**src/arpc_pkg.sv**
```systemverilog
// Shared types and constants for the ARP address cache.
`default_nettype none
package arpc_pkg;

	localparam int ENTRIES_DEF = 4;

	localparam logic MODE_LOOKUP = 1'b0;
	localparam logic MODE_UPDATE = 1'b1;

	localparam logic [23:0] MCAST_OUI    = 24'h01005E;
	localparam logic [3:0]  MCAST_NIBBLE = 4'hE;

	typedef struct packed {
		logic start;
		logic scan;
		logic load;
	} arpc_cmd_t;

	typedef struct packed {
		logic fast;
		logic scan_done;
		logic out_full;
	} arpc_stat_t;

endpackage
`default_nettype wire

```
**src/arpc_ctrl.sv**
```systemverilog
// Controller for the ARP address cache: accept, table scan, result load.
`default_nettype none
module arpc_ctrl (
	input  wire                   clk,
	input  wire                   arst_n,
	input  wire                   in_valid,
	output logic                  in_ready,
	input  wire                   out_ready,
	input  arpc_pkg::arpc_stat_t  stat,
	output arpc_pkg::arpc_cmd_t   cmd
);
	import arpc_pkg::*;

	localparam logic [1:0] S_IDLE = 2'd0;
	localparam logic [1:0] S_SCAN = 2'd1;
	localparam logic [1:0] S_FIN  = 2'd2;

	logic [1:0] state_q;
	logic [1:0] state_d;

	assign in_ready = (state_q == S_IDLE);

	always_comb begin
		state_d   = state_q;
		cmd.start = 1'b0;
		cmd.scan  = 1'b0;
		cmd.load  = 1'b0;
		case (state_q)
			S_IDLE: begin
				if (in_valid) begin
					cmd.start = 1'b1;
					state_d   = S_SCAN;
				end
			end
			S_SCAN: begin
				cmd.scan = 1'b1;
				if (stat.fast || stat.scan_done) begin
					state_d = S_FIN;
				end
			end
			S_FIN: begin
				if (!stat.out_full || out_ready) begin
					cmd.load = 1'b1;
					state_d  = S_IDLE;
				end
			end
			default: begin
				state_d = S_IDLE;
			end
		endcase
	end

	always_ff @(posedge clk or negedge arst_n) begin
		if (!arst_n) begin
			state_q <= S_IDLE;
		end else begin
			state_q <= state_d;
		end
	end

endmodule
`default_nettype wire

```
**src/arpc_dp.sv**
```systemverilog
// Datapath for the ARP address cache: tables, scan compare, result register.
`default_nettype none
module arpc_dp #(
	parameter int Entries = arpc_pkg::ENTRIES_DEF
) (
	input  wire                   clk,
	input  wire                   arst_n,
	input  arpc_pkg::arpc_cmd_t   cmd,
	output arpc_pkg::arpc_stat_t  stat,
	input  wire                   mode,
	input  wire  [31:0]           ip_address,
	input  wire  [47:0]           mac_address,
	output logic                  out_valid,
	input  wire                   out_ready,
	output logic                  success,
	output logic [47:0]           resolved_mac
);
	import arpc_pkg::*;

	localparam int IDX_W = (Entries > 1) ? $clog2(Entries) : 1;
	localparam int CNT_W = $clog2(Entries + 1);

	logic [31:0] ip_mem  [Entries];
	logic [47:0] mac_mem [Entries];
	logic [Entries-1:0] ent_vld_q;

	logic        mode_q;
	logic [31:0] ip_q;
	logic [47:0] mac_q;

	logic [CNT_W-1:0] rd_cnt_q;
	logic [IDX_W-1:0] rd_idx;
	logic             rd_issue;

	logic             rd_vld_s1;
	logic [IDX_W-1:0] rd_idx_s1;
	logic             rd_ent_vld_s1;
	logic [31:0]      rd_ip_s1;
	logic [47:0]      rd_mac_s1;

	logic [31:0] eff_ip;
	logic [47:0] eff_mac;
	logic        cmp_en;
	logic        match;
	logic        empty;
	logic        last;

	logic             hit_q;
	logic [IDX_W-1:0] hit_idx_q;
	logic [47:0]      hit_mac_q;
	logic             emp_q;
	logic [IDX_W-1:0] emp_idx_q;

	logic        is_bcast;
	logic        is_mcast;
	logic        is_zero;
	logic        wr_en;
	logic [IDX_W-1:0] wr_idx;
	logic        res_ok;
	logic [47:0] res_mac;

	logic        out_valid_q;
	logic        success_q;
	logic [47:0] res_mac_q;

	assign rd_issue = cmd.scan && (rd_cnt_q < CNT_W'(Entries));
	assign rd_idx   = rd_cnt_q[IDX_W-1:0];

	// entries never written read as their reset value
	assign eff_ip  = rd_ent_vld_s1 ? rd_ip_s1 : ((rd_idx_s1 == '0) ? '1 : '0);
	assign eff_mac = rd_ent_vld_s1 ? rd_mac_s1 : ((rd_idx_s1 == '0) ? '1 : '0);

	assign cmp_en = cmd.scan && rd_vld_s1;
	assign match  = cmp_en && (eff_ip == ip_q);
	assign empty  = cmp_en && (eff_ip == 32'd0);
	assign last   = (rd_idx_s1 == IDX_W'(Entries - 1));

	assign is_bcast = (ip_q == '1);
	assign is_mcast = (ip_q[31:28] == MCAST_NIBBLE);
	assign is_zero  = (ip_q == 32'd0);

	assign stat.fast      = (mode_q == MODE_LOOKUP) ? (is_bcast || is_mcast || is_zero) : is_zero;
	assign stat.scan_done = cmp_en && (match || last);
	assign stat.out_full  = out_valid_q;

	assign wr_en  = (mode_q == MODE_UPDATE) && !is_zero && (hit_q || emp_q);
	assign wr_idx = hit_q ? hit_idx_q : emp_idx_q;

	always_comb begin
		res_ok  = 1'b0;
		res_mac = 48'd0;
		if (mode_q == MODE_LOOKUP) begin
			if (is_bcast) begin
				res_ok  = 1'b1;
				res_mac = '1;
			end else if (is_mcast) begin
				res_ok  = 1'b1;
				res_mac = {MCAST_OUI, 1'b0, ip_q[22:0]};
			end else if (!is_zero && hit_q) begin
				res_ok  = 1'b1;
				res_mac = hit_mac_q;
			end
		end else begin
			res_ok = wr_en;
		end
	end

	// beat capture and tables
	always_ff @(posedge clk) begin
		if (cmd.start) begin
			mode_q <= mode;
			ip_q   <= ip_address;
			mac_q  <= mac_address;
		end
		rd_idx_s1 <= rd_idx;
		rd_ip_s1  <= ip_mem[rd_idx];
		rd_mac_s1 <= mac_mem[rd_idx];
		rd_ent_vld_s1 <= ent_vld_q[rd_idx];
		if (cmd.load && wr_en) begin
			ip_mem[wr_idx]  <= ip_q;
			mac_mem[wr_idx] <= mac_q;
		end
		if (match && !hit_q) begin
			hit_idx_q <= rd_idx_s1;
			hit_mac_q <= eff_mac;
		end
		if (empty && !emp_q) begin
			emp_idx_q <= rd_idx_s1;
		end
		if (cmd.load) begin
			success_q <= res_ok;
			res_mac_q <= res_mac;
		end
	end

	always_ff @(posedge clk or negedge arst_n) begin
		if (!arst_n) begin
			ent_vld_q   <= '0;
			rd_cnt_q    <= '0;
			rd_vld_s1   <= 1'b0;
			hit_q       <= 1'b0;
			emp_q       <= 1'b0;
			out_valid_q <= 1'b0;
		end else begin
			rd_vld_s1 <= rd_issue;
			if (cmd.start) begin
				rd_cnt_q <= '0;
				hit_q    <= 1'b0;
				emp_q    <= 1'b0;
			end else begin
				if (rd_issue) begin
					rd_cnt_q <= rd_cnt_q + CNT_W'(1);
				end
				if (match) begin
					hit_q <= 1'b1;
				end
				if (empty) begin
					emp_q <= 1'b1;
				end
			end
			if (cmd.load && wr_en) begin
				ent_vld_q[wr_idx] <= 1'b1;
			end
			if (cmd.load) begin
				out_valid_q <= 1'b1;
			end else if (out_ready) begin
				out_valid_q <= 1'b0;
			end
		end
	end

	assign out_valid    = out_valid_q;
	assign success      = success_q;
	assign resolved_mac = res_mac_q;

`ifndef ASSERT_OFF
	a_load_shows: assert property (@(posedge clk) disable iff (!arst_n)
		cmd.load |=> out_valid_q)
		else $error("result load did not raise out_valid");
	a_no_overwrite: assert property (@(posedge clk) disable iff (!arst_n)
		!(cmd.load && out_valid_q && !out_ready))
		else $error("result overwritten before taken");
	a_fail_zero: assert property (@(posedge clk) disable iff (!arst_n)
		(out_valid_q && !success_q) |-> (res_mac_q == 48'd0))
		else $error("failed beat carries nonzero mac");
	a_cnt_range: assert property (@(posedge clk) disable iff (!arst_n)
		rd_cnt_q <= CNT_W'(Entries))
		else $error("scan counter past table end");
`endif

endmodule
`default_nettype wire

```
**src/arp_address_cache_unit.sv**
```systemverilog
// ARP address cache: IPv4 to MAC table with broadcast and multicast mapping.
// Broadcast, multicast and zero IP lookups (zero IP only, in update mode) skip the table scan;
//   other items scan the table, one entry per cycle, until a match or the last entry.
// Input waits until the result is loaded; an untaken result holds the next item in S_FIN.
// Reset: arst_n asynchronous; entry 0 reads broadcast/broadcast, others empty.
`default_nettype none
module arp_address_cache_unit #(
	parameter int Entries = arpc_pkg::ENTRIES_DEF
) (
	input  wire         clk,
	input  wire         arst_n,
	input  wire         in_valid,
	output logic        in_ready,
	input  wire         mode,
	input  wire  [31:0] ip_address,
	input  wire  [47:0] mac_address,
	output logic        out_valid,
	input  wire         out_ready,
	output logic        success,
	output logic [47:0] resolved_mac
);
	import arpc_pkg::*;

	arpc_cmd_t  cmd;
	arpc_stat_t stat;

	arpc_ctrl u_ctrl (
		.clk       (clk),
		.arst_n    (arst_n),
		.in_valid  (in_valid),
		.in_ready  (in_ready),
		.out_ready (out_ready),
		.stat      (stat),
		.cmd       (cmd)
	);

	arpc_dp #(
		.Entries (Entries)
	) u_dp (
		.clk          (clk),
		.arst_n       (arst_n),
		.cmd          (cmd),
		.stat         (stat),
		.mode         (mode),
		.ip_address   (ip_address),
		.mac_address  (mac_address),
		.out_valid    (out_valid),
		.out_ready    (out_ready),
		.success      (success),
		.resolved_mac (resolved_mac)
	);

endmodule
`default_nettype wire
```
**config.mk**
```make
export PLATFORM = sky130hd
export DESIGN_NAME = arp_address_cache_unit
export DESIGN_NICKNAME = d
export VERILOG_FILES = /design/src/arpc_pkg.sv /design/src/arpc_ctrl.sv /design/src/arpc_dp.sv /design/src/arp_address_cache_unit.sv
export SDC_FILE = /design/constraint.sdc
export NUM_CORES = 1
export LEC_CHECK = 0
export BUFFER_PORTS_ARGS = -buffer_cell sky130_fd_sc_hd__buf_2
export CAP_MARGIN = 0
export CORE_MARGIN = 2
export CORE_UTILIZATION = 49
export CTS_CLUSTER_SIZE = 14
export DETAILED_ROUTE_END_ITERATION = 10
export PLACE_DENSITY = 0.67
export SETUP_SLACK_MARGIN = 0.2
export SLEW_MARGIN = 20
export SYNTH_ARGS = -nofsm -noshare
export SYNTH_HDL_FRONTEND = slang
export SYNTH_SLANG_ARGS = --single-unit
```
**constraint.sdc**
```tcl
create_clock -name clk -period 13.4 [get_ports clk]
set_input_delay 2.68 -clock clk [delete_from_list [all_inputs] [get_ports clk]]
set_output_delay 2.68 -clock clk [all_outputs]
set_load 0.02 [all_outputs]
```
==> qor.tcl, run 1 <==
set qor(num-fill-cells) 3219
set qor(multiInputGateArea_mm2) 0.00386
set qor(route.antenna.remaining_nets) 0
set qor(worst_pin_slew_ns) 1.10
set qor(synth_most_common_cell) {sky130_fd_sc_hd__edfxtp_1}
set qor(worst_path_slowest_cell) {sky130_fd_sc_hd__buf_4}
set qor(critPathBufInv) 3
set qor(min_to) {u_dp.ent_vld_q[1]}
set qor(r2r_setup_slack_ns) 9.13
set qor(final_nets) 1339
set qor(path_max_fanout) 57
set qor(cts.htree.levels) 2
set qor(initial_core_util_pct) 49.3
set qor(cts_inserted_buffers) 58
set qor(cts_resized) 0
set qor(stdcell_area_mm2) 0.0244
set qor(place_congestion) 0.839
set qor(timing.reg2reg.worst_path_depth) 9
set qor(io_buffers) 135
set qor(status) {finished, final reports clean}
set qor(yosys_warnings) 0
set qor(drt_first_iter_violations) 967
set qor(cell_at_the_root_of_the_clock_tree) {sky130_fd_sc_hd__clkbuf_16}
set qor(syn-instance-count) 1086
set qor(fp.dieArea_mm2) 0.0448
set qor(rsz_0062_raised_after_global_routing) {false}
set qor(drc) 0
set qor(fp-row-count) 76
set qor(via_per_inst) 5.62
set qor(worst-endpoint-required_ns) 13.63
set qor(placeableCoreArea_mm2) 0.0428
set qor(timing.setup.tns_ns) 0
set qor(numClockSinks) 598
set qor(synth_cell_types) 57
set qor(netlist_top_cells_area) {sky130_fd_sc_hd__edfxtp_1 (71%), sky130_fd_sc_hd__mux4_2 (8.6%), sky130_fd_sc_hd__dfxtp_1 (7.9%)}
set qor(slew_headroom_pct) 26.4
set qor(worst_skew_pair.late_latency_ns) 0.61
set qor(first_global_vias) 10853
set qor(final.min_clock_period_ns) 5.13
set qor(grt_antenna_before_repair) 0
set qor(num_vias) 10380
set qor(critical_path.cell_chain) {buf_2 -> inv_1 -> nand2_1 -> nand2_1 -> or4b_2 -> nor2_4 -> buf_4}
set qor(slew_violations) 0
set qor(worstSetupEndpointType) {flip-flop}
set qor(multiplexer_area_fraction_after_synthesis_pct) 8.79
set qor(hold_path_startpoint) {u_dp.ent_vld_q[1]}
set qor(crit_type) {in2reg}
set qor(ios) 136
set qor(synth_compound_area_share_pct) 3.70
set qor(seq_area_mm2) 0.0171
set qor(die_w_um) 212
set qor(synth_adder_area_share_pct) 0.0593
set qor(syn2layout_area_growth_pct) 15.5
set qor(crit-reg2reg-launch) {u_dp.rd_ent_vld_s1}
set qor(synthesis.nets) 1172
set qor(setup.worst_path.start_class) {primary input}
set qor(worst_r2r_endpoint) {u_dp.hit_mac_q[21]}
set qor(final_min_period_over_clock_period_pct) 38.3
set qor(synth.cell_area_mm2) 0.0211
set qor(power.density_cell_area_mw_per_mm2) 195
set qor(worst_path_dominant_cell_family) {simple AND/OR/NAND/NOR gates}
set qor(grt_first_pass_wirelength_um) 63400
set qor(hold_path_depth) 1
set qor(firstDrtPassIters) 8
set qor(synthesized_area_fraction_occupied_by_xor_and_xnor_cells_pct) 0.373
set qor(flip_flop_cell_with_the_highest_count_after_synthesis) {sky130_fd_sc_hd__edfxtp_1}
set qor(max_incr_delay_on_cp_ns) 0.80
set qor(route.final.wire_length_um) 41700
set qor(ys_async_sr_fraction_pct) 2.17
set qor(fin_worst_skew_ns) 0.0230
set qor(cts_tree) {built}
set qor(sequential_fraction_of_the_synthesis_area_pct) 80.8
set qor(post_synthesis_simple_gate_area_fraction_pct) 5.11
set qor(drive_gt1_share_pct) 26.3
set qor(synth.largest_area_cell) {sky130_fd_sc_hd__edfxtp_1}
set qor(hp-class) {reg2reg}
set qor(dpl.hpwl_um) 24800
set qor(synth_top_cells_by_count) {sky130_fd_sc_hd__edfxtp_1 (502), sky130_fd_sc_hd__nand2_1 (125), sky130_fd_sc_hd__dfxtp_1 (83)}
set qor(leakage_nw) 8.47
set qor(post_cts.repair.setup_buffers) 0
set qor(antennaDiodeCount) 0
set qor(vdd.ir_drop.worst_mv) 0.127
set qor(path_clk_slew_ns) 0.06
set qor(synth_top_family_by_area) {multiplexers}
set qor(ctsHoldBuffers) 0
set qor(fmax_mhz) 195
set qor(drv_cap) 0
set qor(worstPathArrival_ns) 5.37
set qor(placedInstanceArea_mm2) 0.0225
set qor(synth-edff-count) 502
set qor(die_height_um) 212
set qor(synth_top_area_share_pct) 71.4
set qor(synth.avg_cell_area_um2) 19.4
set qor(finalHoldViolations) 0
set qor(yosys_register_bits) 598
set qor(grt_remaining_overflow) 0
set qor(largest_net_degree_at_the_start_of_global_routing) 73
set qor(ctsLongestPathBuffers) 3
set qor(grtUsageTotal_pct) 19.2
set qor(cp_common_cell) {sky130_fd_sc_hd__nand2_1}
set qor(wire_per_inst_um) 22.6
set qor(setup_viol) 0
-- state kept, by name (all words and copies together), names as in the netlist, 2 cells and up --
| signal | cells |
|---|---|
| u_dp.rd_cnt_q | 3 |
| u_dp.resolved_mac | 48 |
| u_dp.mac_mem | 192 |
| u_dp.hit_idx_q | 2 |
| u_dp.ent_vld_q | 4 |
| u_dp.rd_ip_s1 | 32 |
| u_dp.ip_mem | 128 |
| u_dp.rd_idx_s1 | 2 |
| u_dp.mac_q | 48 |
| u_dp.hit_mac_q | 48 |
| u_dp.ip_q | 32 |
| u_dp.rd_mac_s1 | 48 |
| u_dp.emp_idx_q | 2 |
| u_ctrl.state_q | 2 |
-- worst max path at each step --
stage               slack (ns)  startpoint  cells after the start                  to
floorplan                 5.99   out_ready                      5   u_dp.ip_mem[0][0]
global placement          7.66   out_ready                      7   u_dp.ip_mem[0][8]
detailed placement        7.62   out_ready                      7   u_dp.ip_mem[2][8]
CTS                       8.26   out_ready                      7  u_dp.ip_mem[2][12]
global route              8.12   out_ready                      7   u_dp.ip_mem[0][9]
finish                    8.27   out_ready                      7   u_dp.ip_mem[0][1]
-- cells in the final DEF, fill, tap and decap left out, drive strengths merged, types with 3 or more instances in the layout --
cell / synthesis / routed
edfxtp: 502 / 502
buf: 26 / 151
nand2: 125 / 125
dfxtp: 83 / 83
clkbuf: 18 / 82
mux4: 81 / 81
a21o: 25 / 25
inv: 19 / 21
nor2: 20 / 20
a22o: 19 / 19
clkinv: 0 / 16
nor4: 15 / 15
dfrtp: 13 / 13
a21oi: 12 / 12
nand4: 11 / 11
o21ai: 11 / 11
a31oi: 10 / 10
o22ai: 9 / 9
nor2b: 9 / 9
or4: 6 / 6
nor3: 6 / 6
nand3: 5 / 5
xor2: 5 / 5
nand3b: 5 / 5
nand2b: 5 / 5
or2: 5 / 5
bufinv: 0 / 5
nor4b: 4 / 4
xnor2: 4 / 4
o2111ai: 3 / 3
a22oi: 3 / 3
clkinvlp: 0 / 3
-- stage by stage --
stage	hold WS (ns)	util, %	cells	power (W)	setup slack [ns]
global route	0.493	57.0	1847	0.00495	8.12
CTS	0.480	57.0	1847	0.00480	8.26
detailed placement	0.451	52.6	1739	0.00321	7.62
floorplan	0.369	-	1086	0.00296	5.99
finish	0.478	57.0	1847	0.00475	8.27
global placement	0.449	52.5	1738	0.00319	7.66
-- power by group --
part | internal, W | leakage (nW) | switching, W
sequential | 0.00228 | 5.41 | 0.000202
clock | 0.000933 | 0.915 | 0.000658
combinational | 0.000318 | 2.14 | 0.000358
-- routing by layer --
| metal | GRT usage [%] | share of wire (%) | routed length, um |
|---|---|---|---|
| met1 | 26.6 | 42 | 17600 |
| met2 | 31.2 | 49 | 20500 |
| met3 | 3.10 | 6.1 | 2530 |
| met4 | 6.92 | 2.7 | 1130 |
| met5 | 0 | 0 | 0 |
-- cell type report --
type | instances | area share [%]
Clock buffer | 82 | 6.61
Multi-Input combinational cell | 425 | 15.8
Tap cell | 546 | 2.80
Inverter | 19 | 0.303
Sequential cell | 598 | 70.0
Timing Repair Buffer | 151 | 3.31
Clock inverter | 26 | 1.13
-- kinds of logic (layout without fill, tap and decap cells) --
kind of cell | after synthesis | count (layout)
muxes | 84 | 84
DFF | 598 | 598
buffers and inverters | 63 | 278
xor gates and xnor gates | 9 | 9
AOI/OAI and AO/OA | 107 | 107
adders and majority gates | 1 | 1
and+or+nand+nor | 224 | 224
-- worst register-to-register path: stages, from the launching register on --
cell                        delay (ns)
sky130_fd_sc_hd__dfxtp_2          0.31
sky130_fd_sc_hd__buf_4            0.66
sky130_fd_sc_hd__nor3_4           0.29
sky130_fd_sc_hd__a2111oi_0        0.42
sky130_fd_sc_hd__a31oi_1          0.07
sky130_fd_sc_hd__o21ai_0          0.11
sky130_fd_sc_hd__or4b_1           0.50
sky130_fd_sc_hd__or3_4            0.43
sky130_fd_sc_hd__nor2_4           0.56
sky130_fd_sc_hd__buf_4            0.55
(Power assumes the default switching activity.)
==> run 2, diff against run 1 <==
- PLACE_DENSITY: 0.67 -> 0.69
- clock period: 13.4 -> 4.4 ns (I/O delays scaled with it)
==> qor.tcl, run 2 (synthesis results as in run 1) <==
set qor(worst_path_slowest_cell) {sky130_fd_sc_hd__nor3_4} ;# was sky130_fd_sc_hd__buf_4
set qor(seq_power_share_pct) 53.5 ;# was 52.3%
set qor(leakage_nw) 8.47 ;# about the same
set qor(worst_skew_pair.late_latency_ns) 0.60 ;# was 0.61 ns
set qor(netSwitchingPower_w) 0.00368 ;# was 0.00122 W
set qor(final_nets) 1341 ;# was 1339
set qor(max_incr_delay_on_cp_ns) 0.60 ;# was 0.80 ns
set qor(ctsLongestPathBuffers) 3 ;# unchanged
set qor(fp.dieArea_mm2) 0.0448 ;# unchanged
set qor(drive_gt1_share_pct) 26.0 ;# was 26.3%
set qor(place_congestion) 0.850 ;# was 0.839
set qor(vdd.ir_drop.worst_mv) 0.351 ;# was 0.127 mV
set qor(stdcell_area_mm2) 0.0244 ;# about the same
set qor(power_report.internal_total_w) 0.0106 ;# was 0.00353 W
set qor(ctsHoldBuffers) 0 ;# unchanged
set qor(final_common_cell) {sky130_fd_sc_hd__edfxtp_1} ;# unchanged
set qor(die_height_um) 212 ;# unchanged
set qor(final_cell_count_no_fill) 1849 ;# was 1847
set qor(wire_per_inst_um) 22.5 ;# was 22.6 um
set qor(slew_violations) 0 ;# unchanged
set qor(route.antenna.remaining_nets) 0 ;# unchanged
set qor(dpl.hpwl_um) 25600 ;# was 24800 um
set qor(placeableCoreArea_mm2) 0.0428 ;# unchanged
set qor(final.min_clock_period_ns) 3.38
set qor(biggest_registers_after_layout) {u_dp.mac_mem (192), u_dp.ip_mem (128)} ;# unchanged
set qor(fp-row-count) 76 ;# unchanged
set qor(r2r_setup_slack_ns) 1.02 ;# was 9.13 ns
set qor(critPathBufInv) 1 ;# was 3
set qor(report.power.total_w) 0.0143 ;# was 0.00475 W
set qor(drc) 0 ;# unchanged
set qor(worst-endpoint-required_ns) 4.63 ;# was 13.63 ns
set qor(worst_path_dominant_cell_family) {simple AND/OR/NAND/NOR gates} ;# unchanged
set qor(grt_first_pass_wirelength_um) 62700 ;# was 63400 um
set qor(setup.worst_path.start_class) {flip-flop} ;# was primary input
set qor(path_clk_slew_ns) 0.07 ;# was 0.06 ns
set qor(worstSetupEndpointType) {flip-flop} ;# unchanged
set qor(status) {finished, final reports clean} ;# unchanged
set qor(cts.htree.levels) 2 ;# unchanged
set qor(final_min_period_over_clock_period_pct) 76.9
set qor(first_global_vias) 10469 ;# was 10853
set qor(syn2layout_area_growth_pct) 15.5 ;# about the same
set qor(hp-class) {in2async} ;# was reg2reg
set qor(worst_r2r_endpoint) {u_dp.hit_mac_q[41]} ;# was u_dp.hit_mac_q[21]
set qor(post_cts.repair.setup_buffers) 0 ;# unchanged
set qor(clock_power_share_pct) 32.8 ;# was 33.5%
set qor(die_w_um) 212 ;# unchanged
set qor(path_max_fanout) 50 ;# was 57
set qor(fmax_mhz) 296
set qor(grt_antenna_before_repair) 0 ;# unchanged
set qor(antennaDiodeCount) 0 ;# unchanged
set qor(largest_register) {u_dp.mac_mem} ;# unchanged
set qor(io_buffers) 135 ;# unchanged
set qor(sw_share_pct) 25.7 ;# was 25.6%
set qor(cell_at_the_root_of_the_clock_tree) {sky130_fd_sc_hd__clkbuf_16} ;# unchanged
set qor(setup_viol) 0 ;# unchanged
set qor(worst_pin_slew_ns) 1.07 ;# was 1.10 ns
set qor(firstDrtPassIters) 7 ;# was 8
set qor(via_per_inst) 5.60 ;# was 5.62
set qor(route.final.wire_length_um) 41700 ;# about the same
set qor(worstPathArrival_ns) 3.61 ;# was 5.37 ns
set qor(crit_type) {reg2reg} ;# was in2reg
set qor(placedInstanceArea_mm2) 0.0226 ;# was 0.0225 mm^2
set qor(cts_tree) {built} ;# unchanged
set qor(fin_worst_skew_ns) 0.0124 ;# was 0.0230 ns
set qor(power.density_cell_area_mw_per_mm2) 587 ;# was 195 mW/mm^2
set qor(placed_cells_incl_taps) 1743 ;# was 1739
set qor(drv_cap) 0 ;# unchanged
set qor(timing.setup.tns_ns) 0 ;# unchanged
set qor(timing.reg2reg.worst_path_depth) 7 ;# was 9
set qor(mostFrequentLayoutCells) {sky130_fd_sc_hd__edfxtp_1 (502), sky130_fd_sc_hd__buf_2 (135), sky130_fd_sc_hd__nand2_1 (125)} ;# unchanged
set qor(cts_inserted_buffers) 56 ;# was 58
set qor(grtUsageTotal_pct) 19.0 ;# was 19.2%
set qor(initial_core_util_pct) 49.3 ;# unchanged
set qor(num_vias) 10346 ;# was 10380
set qor(critical_path.cell_chain) {nor3_4 -> and2_1 -> o211ai_1 -> or4b_1 -> or3_4 -> nor2_4 -> buf_4} ;# was buf_2 -> inv_1 -> nand2_1 -> nand2_1 -> or4b_2 -> nor2_4 -> buf_4
set qor(crit-reg2reg-launch) {u_dp.rd_ent_vld_s1} ;# unchanged
set qor(final_util_pct) 57.0 ;# about the same
set qor(largest_reg_flops) 192 ;# unchanged
set qor(cts_resized) 0 ;# unchanged
set qor(slew_headroom_pct) 28.3 ;# was 26.4%
set qor(drt_first_iter_violations) 898 ;# was 967
set qor(rsz_0062_raised_after_global_routing) {false} ;# unchanged
set qor(largest_net_degree_at_the_start_of_global_routing) 65 ;# was 73
set qor(numClockSinks) 598 ;# unchanged
set qor(ios) 136 ;# unchanged
set qor(finalHoldViolations) 0 ;# unchanged
set qor(grt_remaining_overflow) 0 ;# unchanged
set qor(combinational_power_share_pct) 13.7 ;# was 14.2%
-- run 2: routing by layer --
metal / global-route usage, % / wire length (um) / up-vias / share of wire [%]
li1: - / - / 4636 / -
met1: 26.2 / 18000 / 5332 / 43
met2: 31.1 / 20400 / 309 / 49
met3: 3.49 / 2180 / 69 / 5.2
met4: 6.19 / 1050 / 0 / 2.5
met5: 0 / 0 / - / 0
-- run 2: how the worst max path moves through the flow --
stage                                  start  slack (ns)            endpoint  cells past startpoint
final                     u_dp.rd_ent_vld_s1        1.02  u_dp.hit_mac_q[41]                      7
after global routing      u_dp.rd_ent_vld_s1        0.75   u_dp.hit_mac_q[3]                      8
after CTS                 u_dp.rd_ent_vld_s1        1.02  u_dp.hit_mac_q[37]                      7
after detailed placement  u_dp.rd_ent_vld_s1        1.03  u_dp.hit_mac_q[32]                      7
after global placement    u_dp.rd_ent_vld_s1        1.07  u_dp.hit_mac_q[11]                      7
after floorplan                    out_ready       -1.07   u_dp.ip_mem[1][0]                      5
-- run 2: area by class of cell --
| cell class | instances | area (um^2) |
|---|---|---|
| sequential | 598 | 17100 |
| clock buffer | 82 | 1610 |
| multi-input combinational | 425 | 3860 |
| inverter | 19 | 73.8 |
| tap | 546 | 683 |
| fill | 3199 | 18400 |
| timing repair buffer | 155 | 876 |
| clock inverter | 24 | 205 |
-- run 2: power groups by stage --
stage | sequential (W) | combinational (W) | clock [W]
6_report | 0.00767 | 0.00196 | 0.00469
5_1_grt | 0.00776 | 0.00215 | 0.00499
4_1_cts | 0.00767 | 0.00199 | 0.00479
3_5_place_dp | 0.00778 | 0.00198 | 0
3_3_place_gp | 0.00777 | 0.00196 | 0
2_1_floorplan | 0.00738 | 0.00164 | 0
-- run 2: through the flow --
stage | worst slack, ns | hold WS (ns)
after detailed placement | 1.03 | 0.453
after floorplan | -1.07 | 0.369
final | 1.02 | 0.168
after global routing | 0.749 | 0.152
after CTS | 1.02 | 0.138
after global placement | 1.07 | 0.445
